===== config.mk =====
export PLATFORM = sky130hd
export DESIGN_NAME = acd_ctrl
export DESIGN_NICKNAME = d
export VERILOG_FILES = /design/src/rtl/acd_pkg.sv /design/src/rtl/acd_ctrl.sv
export SDC_FILE = /design/constraint.sdc
export NUM_CORES = 1
export LEC_CHECK = 0
export CORE_UTILIZATION = 40
export CTS_CLUSTER_DIAMETER = 80
export DETAILED_ROUTE_END_ITERATION = 8
export DONT_BUFFER_PORTS = 1
export PLACE_DENSITY = 0.58
export SYNTH_ARGS = -nofsm -noshare
export SYNTH_HDL_FRONTEND = slang
export SYNTH_SLANG_ARGS = --single-unit

===== constraint.sdc =====
create_clock -name clock -period 21 [get_ports clock]
set_clock_uncertainty 0.05 [all_clocks]
set_input_delay 4.2 -clock clock [delete_from_list [all_inputs] [get_ports clock]]
set_output_delay 4.2 -clock clock [all_outputs]
set_load 0.02 [all_outputs]

===== src/rtl/acd_pkg.sv =====
// Shared types, constants and AES helper functions for the CTR_DRBG core.
package acd_pkg;

   localparam logic [1:0] KIND_INST = 2'd0;
   localparam logic [1:0] KIND_RESEED = 2'd1;
   localparam logic [1:0] KIND_GEN = 2'd2;

   localparam logic [1:0] STATUS_OK = 2'd0;
   localparam logic [1:0] STATUS_TOO_LARGE = 2'd1;
   localparam logic [1:0] STATUS_RESEED = 2'd2;

   localparam int CountWidth = 49;

   // Controller commands to the datapath
   typedef struct packed {
      logic seed_write;    // store seed word
      logic clear_state;   // zero key and counter
      logic key_load;      // load key schedule from stored key
      logic blk_start;     // bump counter and start one block
      logic update_keep;   // keep block 0 of update
      logic update_commit; // xor second block, commit key and counter
      logic use_seed;      // update data is seed buffer, else zero
      logic count_one;     // reseed count to one
      logic count_inc;     // saturating increment
      logic save_ctr;      // write back generate counter
   } cmd_type;

   typedef struct packed {
      logic blk_done;
      logic reseed_needed;
   } stat_type;

   typedef logic [7:0] sbox_tbl_type [256];

   localparam sbox_tbl_type SBOX = '{
      8'h63,8'h7c,8'h77,8'h7b,8'hf2,8'h6b,8'h6f,8'hc5,8'h30,8'h01,8'h67,8'h2b,8'hfe,8'hd7,8'hab,8'h76,
      8'hca,8'h82,8'hc9,8'h7d,8'hfa,8'h59,8'h47,8'hf0,8'had,8'hd4,8'ha2,8'haf,8'h9c,8'ha4,8'h72,8'hc0,
      8'hb7,8'hfd,8'h93,8'h26,8'h36,8'h3f,8'hf7,8'hcc,8'h34,8'ha5,8'he5,8'hf1,8'h71,8'hd8,8'h31,8'h15,
      8'h04,8'hc7,8'h23,8'hc3,8'h18,8'h96,8'h05,8'h9a,8'h07,8'h12,8'h80,8'he2,8'heb,8'h27,8'hb2,8'h75,
      8'h09,8'h83,8'h2c,8'h1a,8'h1b,8'h6e,8'h5a,8'ha0,8'h52,8'h3b,8'hd6,8'hb3,8'h29,8'he3,8'h2f,8'h84,
      8'h53,8'hd1,8'h00,8'hed,8'h20,8'hfc,8'hb1,8'h5b,8'h6a,8'hcb,8'hbe,8'h39,8'h4a,8'h4c,8'h58,8'hcf,
      8'hd0,8'hef,8'haa,8'hfb,8'h43,8'h4d,8'h33,8'h85,8'h45,8'hf9,8'h02,8'h7f,8'h50,8'h3c,8'h9f,8'ha8,
      8'h51,8'ha3,8'h40,8'h8f,8'h92,8'h9d,8'h38,8'hf5,8'hbc,8'hb6,8'hda,8'h21,8'h10,8'hff,8'hf3,8'hd2,
      8'hcd,8'h0c,8'h13,8'hec,8'h5f,8'h97,8'h44,8'h17,8'hc4,8'ha7,8'h7e,8'h3d,8'h64,8'h5d,8'h19,8'h73,
      8'h60,8'h81,8'h4f,8'hdc,8'h22,8'h2a,8'h90,8'h88,8'h46,8'hee,8'hb8,8'h14,8'hde,8'h5e,8'h0b,8'hdb,
      8'he0,8'h32,8'h3a,8'h0a,8'h49,8'h06,8'h24,8'h5c,8'hc2,8'hd3,8'hac,8'h62,8'h91,8'h95,8'he4,8'h79,
      8'he7,8'hc8,8'h37,8'h6d,8'h8d,8'hd5,8'h4e,8'ha9,8'h6c,8'h56,8'hf4,8'hea,8'h65,8'h7a,8'hae,8'h08,
      8'hba,8'h78,8'h25,8'h2e,8'h1c,8'ha6,8'hb4,8'hc6,8'he8,8'hdd,8'h74,8'h1f,8'h4b,8'hbd,8'h8b,8'h8a,
      8'h70,8'h3e,8'hb5,8'h66,8'h48,8'h03,8'hf6,8'h0e,8'h61,8'h35,8'h57,8'hb9,8'h86,8'hc1,8'h1d,8'h9e,
      8'he1,8'hf8,8'h98,8'h11,8'h69,8'hd9,8'h8e,8'h94,8'h9b,8'h1e,8'h87,8'he9,8'hce,8'h55,8'h28,8'hdf,
      8'h8c,8'ha1,8'h89,8'h0d,8'hbf,8'he6,8'h42,8'h68,8'h41,8'h99,8'h2d,8'h0f,8'hb0,8'h54,8'hbb,8'h16
   };

   function automatic logic [7:0] xt(input logic [7:0] x);
      xt = {x[6:0], 1'b0} ^ (x[7] ? 8'h1b : 8'h00);
   endfunction

   // Byte i of a 128-bit block sits at bits 8*i+7..8*i
   function automatic logic [127:0] bump_ctr(input logic [127:0] c);
      logic [127:0] be;
      logic [127:0] r;
      for (int i = 0; i < 16; i++) be[8*(15-i) +: 8] = c[8*i +: 8];
      be = be + 128'd1;
      for (int i = 0; i < 16; i++) r[8*i +: 8] = be[8*(15-i) +: 8];
      bump_ctr = r;
   endfunction

   // One AES round without the round-key add
   function automatic logic [127:0] aes_round(input logic [127:0] s, input logic last_rnd);
      logic [127:0] o;
      logic [127:0] m;
      logic [7:0] a0, a1, a2, a3, t;
      for (int c = 0; c < 4; c++)
         for (int i = 0; i < 4; i++)
            o[8*(i+4*c) +: 8] = SBOX[s[8*(i+4*((c+i)%4)) +: 8]];
      m = o;
      for (int c = 0; c < 4; c++) begin
         a0 = o[8*(4*c) +: 8];
         a1 = o[8*(4*c+1) +: 8];
         a2 = o[8*(4*c+2) +: 8];
         a3 = o[8*(4*c+3) +: 8];
         t = a0 ^ a1 ^ a2 ^ a3;
         m[8*(4*c) +: 8] = a0 ^ t ^ xt(a0 ^ a1);
         m[8*(4*c+1) +: 8] = a1 ^ t ^ xt(a1 ^ a2);
         m[8*(4*c+2) +: 8] = a2 ^ t ^ xt(a2 ^ a3);
         m[8*(4*c+3) +: 8] = a3 ^ t ^ xt(a3 ^ a0);
      end
      aes_round = last_rnd ? o : m;
   endfunction

   // Next round key from the previous one
   function automatic logic [127:0] next_rk(input logic [127:0] k, input logic [7:0] rc);
      logic [31:0] t;
      logic [127:0] r;
      t[7:0] = SBOX[k[111:104]] ^ rc;
      t[15:8] = SBOX[k[119:112]];
      t[23:16] = SBOX[k[127:120]];
      t[31:24] = SBOX[k[103:96]];
      r[31:0] = k[31:0] ^ t;
      r[63:32] = k[63:32] ^ r[31:0];
      r[95:64] = k[95:64] ^ r[63:32];
      r[127:96] = k[127:96] ^ r[95:64];
      next_rk = r;
   endfunction

endpackage


===== src/rtl/acd_ctrl.sv =====
// Controller state machine sequencing seeding, generate and update.
module acd_ctrl
   import acd_pkg::*;
#(
   parameter int MaxBytes = 512
) (
   input  logic        clock,
   input  logic        reset,
   input  logic        req_valid,
   output logic        req_stall,
   input  logic [1:0]  req_kind,
   input  logic [1:0]  req_chunk_index,
   input  logic [9:0]  req_request_bytes,
   output cmd_type     cmd,
   input  stat_type    stat,
   input  logic [127:0] blk,
   output logic        rsp_valid,
   input  logic        rsp_stall,
   output logic [63:0] rsp_data_word,
   output logic [3:0]  rsp_valid_bytes,
   output logic [1:0]  rsp_status,
   output logic        rsp_last
);

   typedef enum logic [8:0] {
      S_IDLE  = 9'b000000001,
      S_LOAD  = 9'b000000010,
      S_GBLK  = 9'b000000100,
      S_GWAIT = 9'b000001000,
      S_EMIT  = 9'b000010000,
      S_ULOAD = 9'b000100000,
      S_U0    = 9'b001000000,
      S_U1    = 9'b010000000,
      S_ERR   = 9'b100000000
   } state_type;

   state_type state_ff, state_in;
   logic gen_ff;          // generate, else seed update
   logic [9:0] left_ff;   // bytes still to send
   logic [127:0] blkbuf_ff;
   logic half_ff;
   logic [1:0] err_ff;
   logic ublk_ff;         // start of an update block
   logic acc, emit_go;
   logic [3:0] cnt;
   logic [63:0] word, mask;

   assign acc = req_valid && !req_stall;
   assign req_stall = (state_ff != S_IDLE);
   assign emit_go = !rsp_stall;
   assign cnt = (left_ff >= 10'd8) ? 4'd8 : 4'(left_ff);
   assign word = half_ff ? blkbuf_ff[127:64] : blkbuf_ff[63:0];
   always_comb begin
      for (int b = 0; b < 8; b++) mask[8*b +: 8] = (4'(b) < cnt) ? 8'hff : 8'h00;
   end

   // Drive result ports
   assign rsp_valid = (state_ff == S_EMIT) || (state_ff == S_ERR);
   assign rsp_data_word = (state_ff == S_EMIT) ? (word & mask) : 64'd0;
   assign rsp_valid_bytes = (state_ff == S_EMIT) ? cnt : 4'd0;
   assign rsp_status = (state_ff == S_ERR) ? err_ff : STATUS_OK;
   assign rsp_last = (state_ff == S_ERR) || (left_ff <= 10'd8);

   // Decode commands and next state
   always_comb begin
      cmd = '0;
      state_in = state_ff;
      cmd.use_seed = !gen_ff;
      cmd.blk_start = ublk_ff;
      unique case (state_ff)
         S_IDLE: begin
            if (acc && (req_kind == KIND_INST || req_kind == KIND_RESEED)) begin
               cmd.seed_write = 1'b1;
               if (req_chunk_index == 2'd3) begin
                  cmd.clear_state = (req_kind == KIND_INST);
                  state_in = S_ULOAD;
               end
            end else if (acc && req_kind == KIND_GEN) begin
               if (req_request_bytes > 10'(MaxBytes) || stat.reseed_needed) state_in = S_ERR;
               else state_in = S_LOAD;
            end
         end
         S_LOAD: begin
            cmd.key_load = 1'b1;
            state_in = (left_ff == 10'd0) ? S_EMIT : S_GBLK;
         end
         S_GBLK: begin
            cmd.blk_start = 1'b1;
            state_in = S_GWAIT;
         end
         S_GWAIT: if (stat.blk_done) state_in = S_EMIT;
         S_EMIT: begin
            if (emit_go) begin
               if (left_ff <= 10'd8) begin
                  cmd.save_ctr = 1'b1;
                  state_in = S_ULOAD;
               end else if (half_ff) state_in = S_GBLK;
            end
         end
         S_ULOAD: begin
            cmd.key_load = 1'b1;
            state_in = S_U0;
         end
         S_U0: begin
            if (stat.blk_done) begin
               cmd.update_keep = 1'b1;
               state_in = S_U1;
            end
         end
         S_U1: begin
            if (stat.blk_done) begin
               cmd.update_commit = 1'b1;
               cmd.count_one = !gen_ff;
               cmd.count_inc = gen_ff;
               state_in = S_IDLE;
            end
         end
         S_ERR: if (emit_go) state_in = S_IDLE;
         default: state_in = S_IDLE;
      endcase
   end

   // Start update blocks: one after the load, one after the first completes
   always_ff @(posedge clock) begin
      if (reset) ublk_ff <= 1'b0;
      else ublk_ff <= (state_ff == S_ULOAD) || (state_ff == S_U0 && stat.blk_done);
   end

   // Advance state and bookkeeping
   always_ff @(posedge clock) begin
      if (reset) begin
         state_ff <= S_IDLE;
         gen_ff <= 1'b0;
         left_ff <= '0;
         half_ff <= 1'b0;
         err_ff <= STATUS_OK;
      end else begin
         state_ff <= state_in;
         if (state_ff == S_IDLE && acc) begin
            gen_ff <= (req_kind == KIND_GEN);
            left_ff <= req_request_bytes;
            half_ff <= 1'b0;
            err_ff <= (req_request_bytes > 10'(MaxBytes)) ? STATUS_TOO_LARGE : STATUS_RESEED;
         end
         if (state_ff == S_EMIT && emit_go && left_ff > 10'd8) begin
            left_ff <= left_ff - 10'd8;
            half_ff <= !half_ff;
         end
      end
   end

   always_ff @(posedge clock) begin
      if (state_ff == S_GWAIT && stat.blk_done) blkbuf_ff <= blk;
   end

   // Results come only from generate requests
   a_err_last: assert property (@(posedge clock) disable iff (reset)
      (state_ff == S_ERR) |-> rsp_last) else $error("error result without last");
   a_stall_busy: assert property (@(posedge clock) disable iff (reset)
      (state_ff != S_IDLE) |-> req_stall) else $error("input taken while busy");
   a_cnt: assert property (@(posedge clock) disable iff (reset)
      (state_ff == S_EMIT && left_ff != 10'd0) |-> (rsp_valid_bytes != 4'd0))
      else $error("empty word before end");

   assign_cmd_out: assert property (@(posedge clock) disable iff (reset)
      cmd.update_commit |-> (state_ff == S_U1)) else $error("commit outside update");

endmodule


==> results_dict.tcl, run 1 <==
set metrics [dict create \
    antenna_left 0 \
    setup_tns_ns 0 \
    die_y_um 128 \
    hold_class "flip-flop to flip-flop" \
    worst_path_largest_cell_delay_ns 0.81 \
    grt_first_pass_wirelength_mm 20.1 \
    area_growth_pct 12.5 \
    max_slew.worst_pin.slew_ns 0.897 \
    mostFrequentLayoutCells "128 x edfxtp_1, 89 x nor2_1, 65 x mux2i_1, 36 x nand2_1, 23 x dfxtp_1" \
    path_buf_inv 0 \
    powerDensity_nw_per_um2 102 \
    dieArea_um2 16400 \
    dr.first_iter.drc_count 248 \
    vias_per_cell 5.33 \
    route.detailed.drc 0 \
    path_depth 2 \
    max-slew-margin-rel 0.396 \
    drt-total-wl_mm 13.6 \
    ff2ff_setup_slack_ns 17.57 \
    critPathLaunchType "input port" \
    start_util 0.414 \
    peakVddDrop_mv 0.0611 \
    rsz0062_at_grt "no" \
    drive_gt1_frac 0.0916 \
    timing_hold_violations_final 0 \
    grt_util_all_layers 0.168 \
    vias 3798 \
    fill_cells 1335 \
    cts-hold-fix-buffers 0 \
    nets 638 \
    grt-ovfl-total 0 \
    multi_input_area_um2 1930 \
    r2r-start "state_ff[8]" \
    synth_seq_cells 152 \
    cts_tree "yes" \
    dp_cells 681 \
    fmax_mhz 106 \
    synth_ff_type "edfxtp_1" \
    reg2reg_depth 6 \
    finalSetupViolCount 0 \
    antenna_found_initial 0 \
    cp_max_fo 12 \
    htreeDepth 4 \
    insertedDiodeCount 0 \
    avgRoutedWirePerCell_um 19.0 \
    endpoint "cmd[8]" \
    outcome "complete, no violations" \
    grt_max_degree 67 \
    critical_path.top_delay_family "simple AND/OR/NAND/NOR gates" \
    seqCellArea_um2 4330 \
    cp_cell_sequence "nand2_1, nor4_1" \
    rows 45 \
    clock_latency_ns 0.42 \
    cts_root_buffer "clkbuf_16" \
    syn_inst 485 \
    post-cts-setup-buffers 0 \
    crit_required_ns 16.75 \
    ys_warn_count 0 \
    dp_hpwl_mm 9.81 \
    cts.clk_slew.worst_paths_ns 0.06 \
    fin_util 0.465 \
    cap_viol_max_count 0 \
    io_pins 231 \
    critPathLaunch "req_valid" \
    portBuffers 0 \
    syn_area_per_cell_um2 13.1 \
    post-route-min-period_ns 9.47 \
    synth_area_um2 6360 \
    worstSetupPathType "input port to output port" \
    arrival_ns 5.22 \
    ys_types 52 \
    drt-pass1-iter-count 5 \
    routabilityCongestion 0.829 \
    synth_edf_count 128 \
    synth_nets 634 \
    end_kind "output port" \
    cts_buffers 17 \
    core_um2 15400 \
    die_x_um 128 \
    report.final.slew_viol_count 0 \
    cts_resized 0 \
    cp_slowest_cell "nor4_1" \
    p_leak_nw 2.21 \
    final_common_cell "edfxtp_1" \
    fin_cells 713 \
    fin_crit_sh 0.451 \
    async_flop_share 0 \
    grt_pass1_vias 3801 \
    yosysSeqAreaShare 0.680 \
    r2r-end "blkbuf_ff[96]" \
    cts.path.max_buffers 2 \
    cts.sinks 152 \
]
how the worst min path moves through the flow:
stage | start | cells after the start | endpoint | slack (ns)
global route | gen_ff | 2 | gen_ff | 0.47
floorplan | err_ff[0] | 2 | err_ff[0] | 0.40
CTS | gen_ff | 2 | gen_ff | 0.43
global placement | err_ff[0] | 2 | err_ff[0] | 0.41
finish | gen_ff | 2 | gen_ff | 0.43
detailed placement | gen_ff | 2 | gen_ff | 0.42
synth_stat cells (3+ instances only):
| master | n | area [µm²] |
|---|---|---|
| and2_1 | 7 | 43.8 |
| nor2_1 | 89 | 334 |
| nand4_1 | 4 | 25.0 |
| nand3b_1 | 3 | 22.5 |
| nand2_1 | 36 | 135 |
| inv_1 | 9 | 33.8 |
| o21ai_0 | 4 | 20.0 |
| buf_1 | 5 | 18.8 |
| mux2i_1 | 65 | 651 |
| nor3b_1 | 4 | 30.0 |
| o21ai_1 | 3 | 15.0 |
| nand4b_1 | 4 | 35.0 |
| nor4b_1 | 3 | 26.3 |
| nor4_1 | 4 | 25.0 |
| nor3_1 | 12 | 60.1 |
| a21oi_1 | 15 | 75.1 |
| clkbuf_1 | 11 | 41.3 |
| nand2b_1 | 3 | 18.8 |
| nand3_1 | 10 | 50.1 |
| and3_1 | 4 | 25.0 |
| dfxtp_1 | 24 | 480 |
| a31oi_1 | 3 | 18.8 |
| edfxtp_1 | 128 | 3840 |
per-stage QoR:
stage                     instance area, µm²  power [mW]  hold WS (ns)  setup slack [ns]
after global placement                  6580       0.439         0.409             11.54
final                                   7150       0.728         0.429             11.53
after CTS                               7150       0.735         0.428             11.52
after floorplan                         6360       0.424         0.396              2.80
after detailed placement                6580       0.441         0.419             11.52
after global routing                    7150       0.757         0.469             11.41
routing by layer:
layer / track usage / share of wire / vias to the layer above
met3: 0.0659 / 0.074 / 18
met1: 0.179 / 0.39 / 1820
met5: 0 / 0 / -
li1: - / - / 1804
met4: 0.0761 / 0.017 / 0
met2: 0.292 / 0.52 / 156
power breakdown:
part	internal [mW]	switching [mW]	leakage, nW
clock network	0.166	0.126	0.266
logic	0.0302	0.0579	0.595
registers	0.335	0.0126	1.35
cell families after synthesis:
| group | after synthesis | synth area share |
|---|---|---|
| muxes | 66 | 0.105 |
| buffers and inverters | 28 | 0.0175 |
| and+or+nand+nor | 195 | 0.151 |
| DFF | 152 | 0.680 |
| xor gates and xnor gates | 1 | 0.00138 |
| adders and majority gates | 1 | 0.00197 |
| AOI/OAI and AO/OA | 42 | 0.0431 |
worst reg2reg max path, delay by kind of cell, from the launching register on:
kind,cells,cell delay [ns]
AND/OR/NAND/NOR,4,1.18
buffers and inverters,2,1.36
flip-flops,1,0.43
sequential cells by signal, indices dropped and copies added (netlist names):
register	count
state_ff	9
gen_ff	1
ublk_ff	1
err_ff	2
left_ff	10
half_ff	1
blkbuf_ff	128
area by class of cell:
class	instances	share of cell area
clock buffers	18	0.0600
inverters	9	0.00472
multi-input cells	305	0.269
clock inverters	14	0.0194
flip-flops and latches	152	0.605
repair buffers	4	0.00420
well taps	211	0.0369
Power figures use the tool's default switching activity.
==> run 2: changes to the inputs <==
--- a/config.mk
+++ b/config.mk
@@ -5,6 +5,7 @@
 export SDC_FILE = /design/constraint.sdc
 export NUM_CORES = 1
 export LEC_CHECK = 0
+export ABC_AREA = 1
 export CORE_UTILIZATION = 40
 export CTS_CLUSTER_DIAMETER = 80
 export DETAILED_ROUTE_END_ITERATION = 8
==> constraint.sdc (replaced) <==
create_clock -name clock -period 9.6 [get_ports clock]
set_clock_uncertainty 0.05 [all_clocks]
set_input_delay 1.92 -clock clock [delete_from_list [all_inputs] [get_ports clock]]
set_output_delay 1.92 -clock clock [all_outputs]
set_load 0.02 [all_outputs]
==> results_dict.tcl, run 2 <==
set metrics [dict create \
    grt_pass1_vias 4151 \
    rows 45 \
    outcome "complete, no violations" \
    timing_hold_violations_final 0 \
    dr.first_iter.drc_count 211 \
    synth_edf_count 128 \
    die_x_um 129 \
    top_register "blkbuf_ff" \
    cts_tree "yes" \
    synth.largest_area_cell "edfxtp_1" \
    netlist_top_cells_area "edfxtp_1 60%, nand2_1 9.8%, dfxtp_1 7.5%, a21oi_1 5.1%, nor2_1 2.9%" \
    die_y_um 129 \
    dp_hpwl_mm 10.5 \
    peakVddDrop_mv 0.125 \
    fin_crit_sh 0.501 \
    mostFrequentLayoutCells "167 x nand2_1, 128 x edfxtp_1, 65 x a21oi_1, 49 x nor2_1, 48 x inv_1" \
    final_area_um2 7200 \
    placed_cell_area_um2 6620 \
    pre_cts_slack_ns 4.79 \
    vias 4276 \
    worstSetupPathType "input port to output port" \
    end_kind "output port" \
    dieArea_um2 16500 \
    finalWorstSetupSlack_ns 4.79 \
    drt-pass1-iter-count 4 \
    final_common_cell "nand2_1" \
    cts.clk_slew.worst_paths_ns 0.06 \
    synth.most_common_cell "nand2_1" \
    ys_warn_count 0 \
    synth_area_um2 6400 \
    grt_util_all_layers 0.185 \
    cts_buffers 17 \
    worst_path_largest_cell_delay_ns 0.37 \
    htreeDepth 4 \
    core_um2 15400 \
    max_slew.worst_pin.slew_ns 1.05 \
    routabilityCongestion 0.869 \
    top_regs "blkbuf_ff (128), left_ff (10), state_ff (9)" \
    start_util 0.415 \
    cts.sinks 152 \
    cap_viol_max_count 0 \
    rsz0062_at_grt "no" \
    route.detailed.drc 0 \
    hold_class "flip-flop to flip-flop" \
    drt-total-wl_mm 14.9 \
    synth_seq_cells 152 \
    grt_max_degree 85 \
    fmax_mhz 208 \
    arrival_ns 2.84 \
    synth_top_area_frac 0.600 \
    cts_root_buffer "clkbuf_16" \
    fin_cells 826 \
    syn_inst 597 \
    cp_max_fo 4 \
    cts_resized 0 \
    post-route-min-period_ns 4.81 \
    report.final.slew_viol_count 0 \
    crit_required_ns 7.63 \
    largest_register_ffs 128 \
    critical_path.top_delay_family "simple AND/OR/NAND/NOR gates" \
    avgRoutedWirePerCell_um 18.0 \
    cts.path.max_buffers 2 \
    clock_latency_ns 0.42 \
    yosys-top-cells-count "167 x nand2_1, 128 x edfxtp_1, 65 x a21oi_1" \
    dp_cells 793 \
    yosysSeqAreaShare 0.676 \
    ys_types 37 \
    fin_util 0.467 \
    setup_tns_ns 0 \
    syn_area_per_cell_um2 10.7 \
    drive_gt1_frac 0.106 \
    powerDensity_nw_per_um2 235 \
    cp_cell_sequence "inv_1, nor2_1, inv_1, nor2_1" \
    synth_nets 746 \
    synth_ff_type "edfxtp_1" \
    cts-hold-fix-buffers 0 \
    critPathLaunchType "input port" \
    portBuffers 0 \
    max-slew-margin-rel 0.303 \
    path_buf_inv 2 \
    post-cts-setup-buffers 0 \
    grt-ovfl-total 0 \
    antenna_left 0 \
    cp_slowest_cell "nor2_1" \
    finalSetupViolCount 0 \
    async_flop_share 0 \
    nets 750 \
    area_growth_pct 12.5 \
    vias_per_cell 5.18 \
    grt_first_pass_wirelength_mm 22.5 \
    antenna_found_initial 0 \
    io_pins 231 \
    p_leak_nw 2.63 \
]
## run 2: cell count changes after synthesis, moves of 5 or more
cell	previous run	this run
a21oi_1	15	65
nand2_1	36	167
nand3_1	10	17
inv_1	9	49
nor2_2	0	7
mux2i_1	65	8
nor2_1	89	50
and2_1	7	0
nand2_2	0	8
o21ai_0	4	9
## run 2: worst paths after layout
check	startpoint	end	slack (ns)	depth (start not counted)
min reg2reg	err_ff[1]	err_ff[1]	0.42	2
max	stat[1]	cmd[2]	4.79	4
max reg2reg	state_ff[6]	blkbuf_ff[70]	6.50	7
min	err_ff[1]	err_ff[1]	0.42	2
## run 2: where the power goes
| group | switching, mW | internal (mW) |
|---|---|---|
| Clock | 0.286 | 0.367 |
| Combinational | 0.190 | 0.0680 |
| Sequential | 0.0263 | 0.755 |
| Total | 0.502 | 1.19 |
## run 2: per-layer routing
metal,vias to the layer above,part of all wire,track usage
met2,173,0.50,0.308
li1,2041,-,-
met5,-,0,0
met1,2039,0.39,0.212
met3,23,0.085,0.0723
met4,0,0.021,0.0803
## run 2: per-stage QoR
step	power, mW	hold WS (ns)
finish	1.69	0.421
global route	1.77	0.449
CTS	1.70	0.422
detailed placement	1.05	0.411
global placement	1.04	0.408
floorplan	1.01	0.394
## run 2: area by class of cell
| class | count | area (µm²) |
|---|---|---|
| Timing Repair Buffer | 3 | 22.5 |
| Sequential cell | 152 | 4330 |
| Clock buffer | 17 | 425 |
| Antenna cell | 1 | 2.50 |
| Clock inverter | 15 | 155 |
| Multi-Input combinational cell | 376 | 1810 |
| Tap cell | 211 | 264 |
| Fill cell | 1464 | 8230 |
| Inverter | 51 | 191 |
## run 2: kinds of logic (layout without fill, tap and decap cells)
family	Yosys count	count (layout)	share of synthesized area
adder cells (fa/ha/maj)	1	1	0.00195
XOR/XNOR	1	1	0.00137
buffers and inverters	69	86	0.0422
other	0	1	0
AND/OR/NAND/NOR	275	275	0.185
multiplexers	8	8	0.0125
flip-flops	152	152	0.676
AO/OA/AOI/OAI	91	91	0.0811
## run 2: worst register-to-register path, cell delays in order (launching register included)
cell     delay, ns
dfxtp_1       0.33
nor2_2        0.22
nand2_2       0.15
inv_1         0.14
nand4_1       0.25
nor2_4        0.15
buf_4         0.47
buf_4         0.89
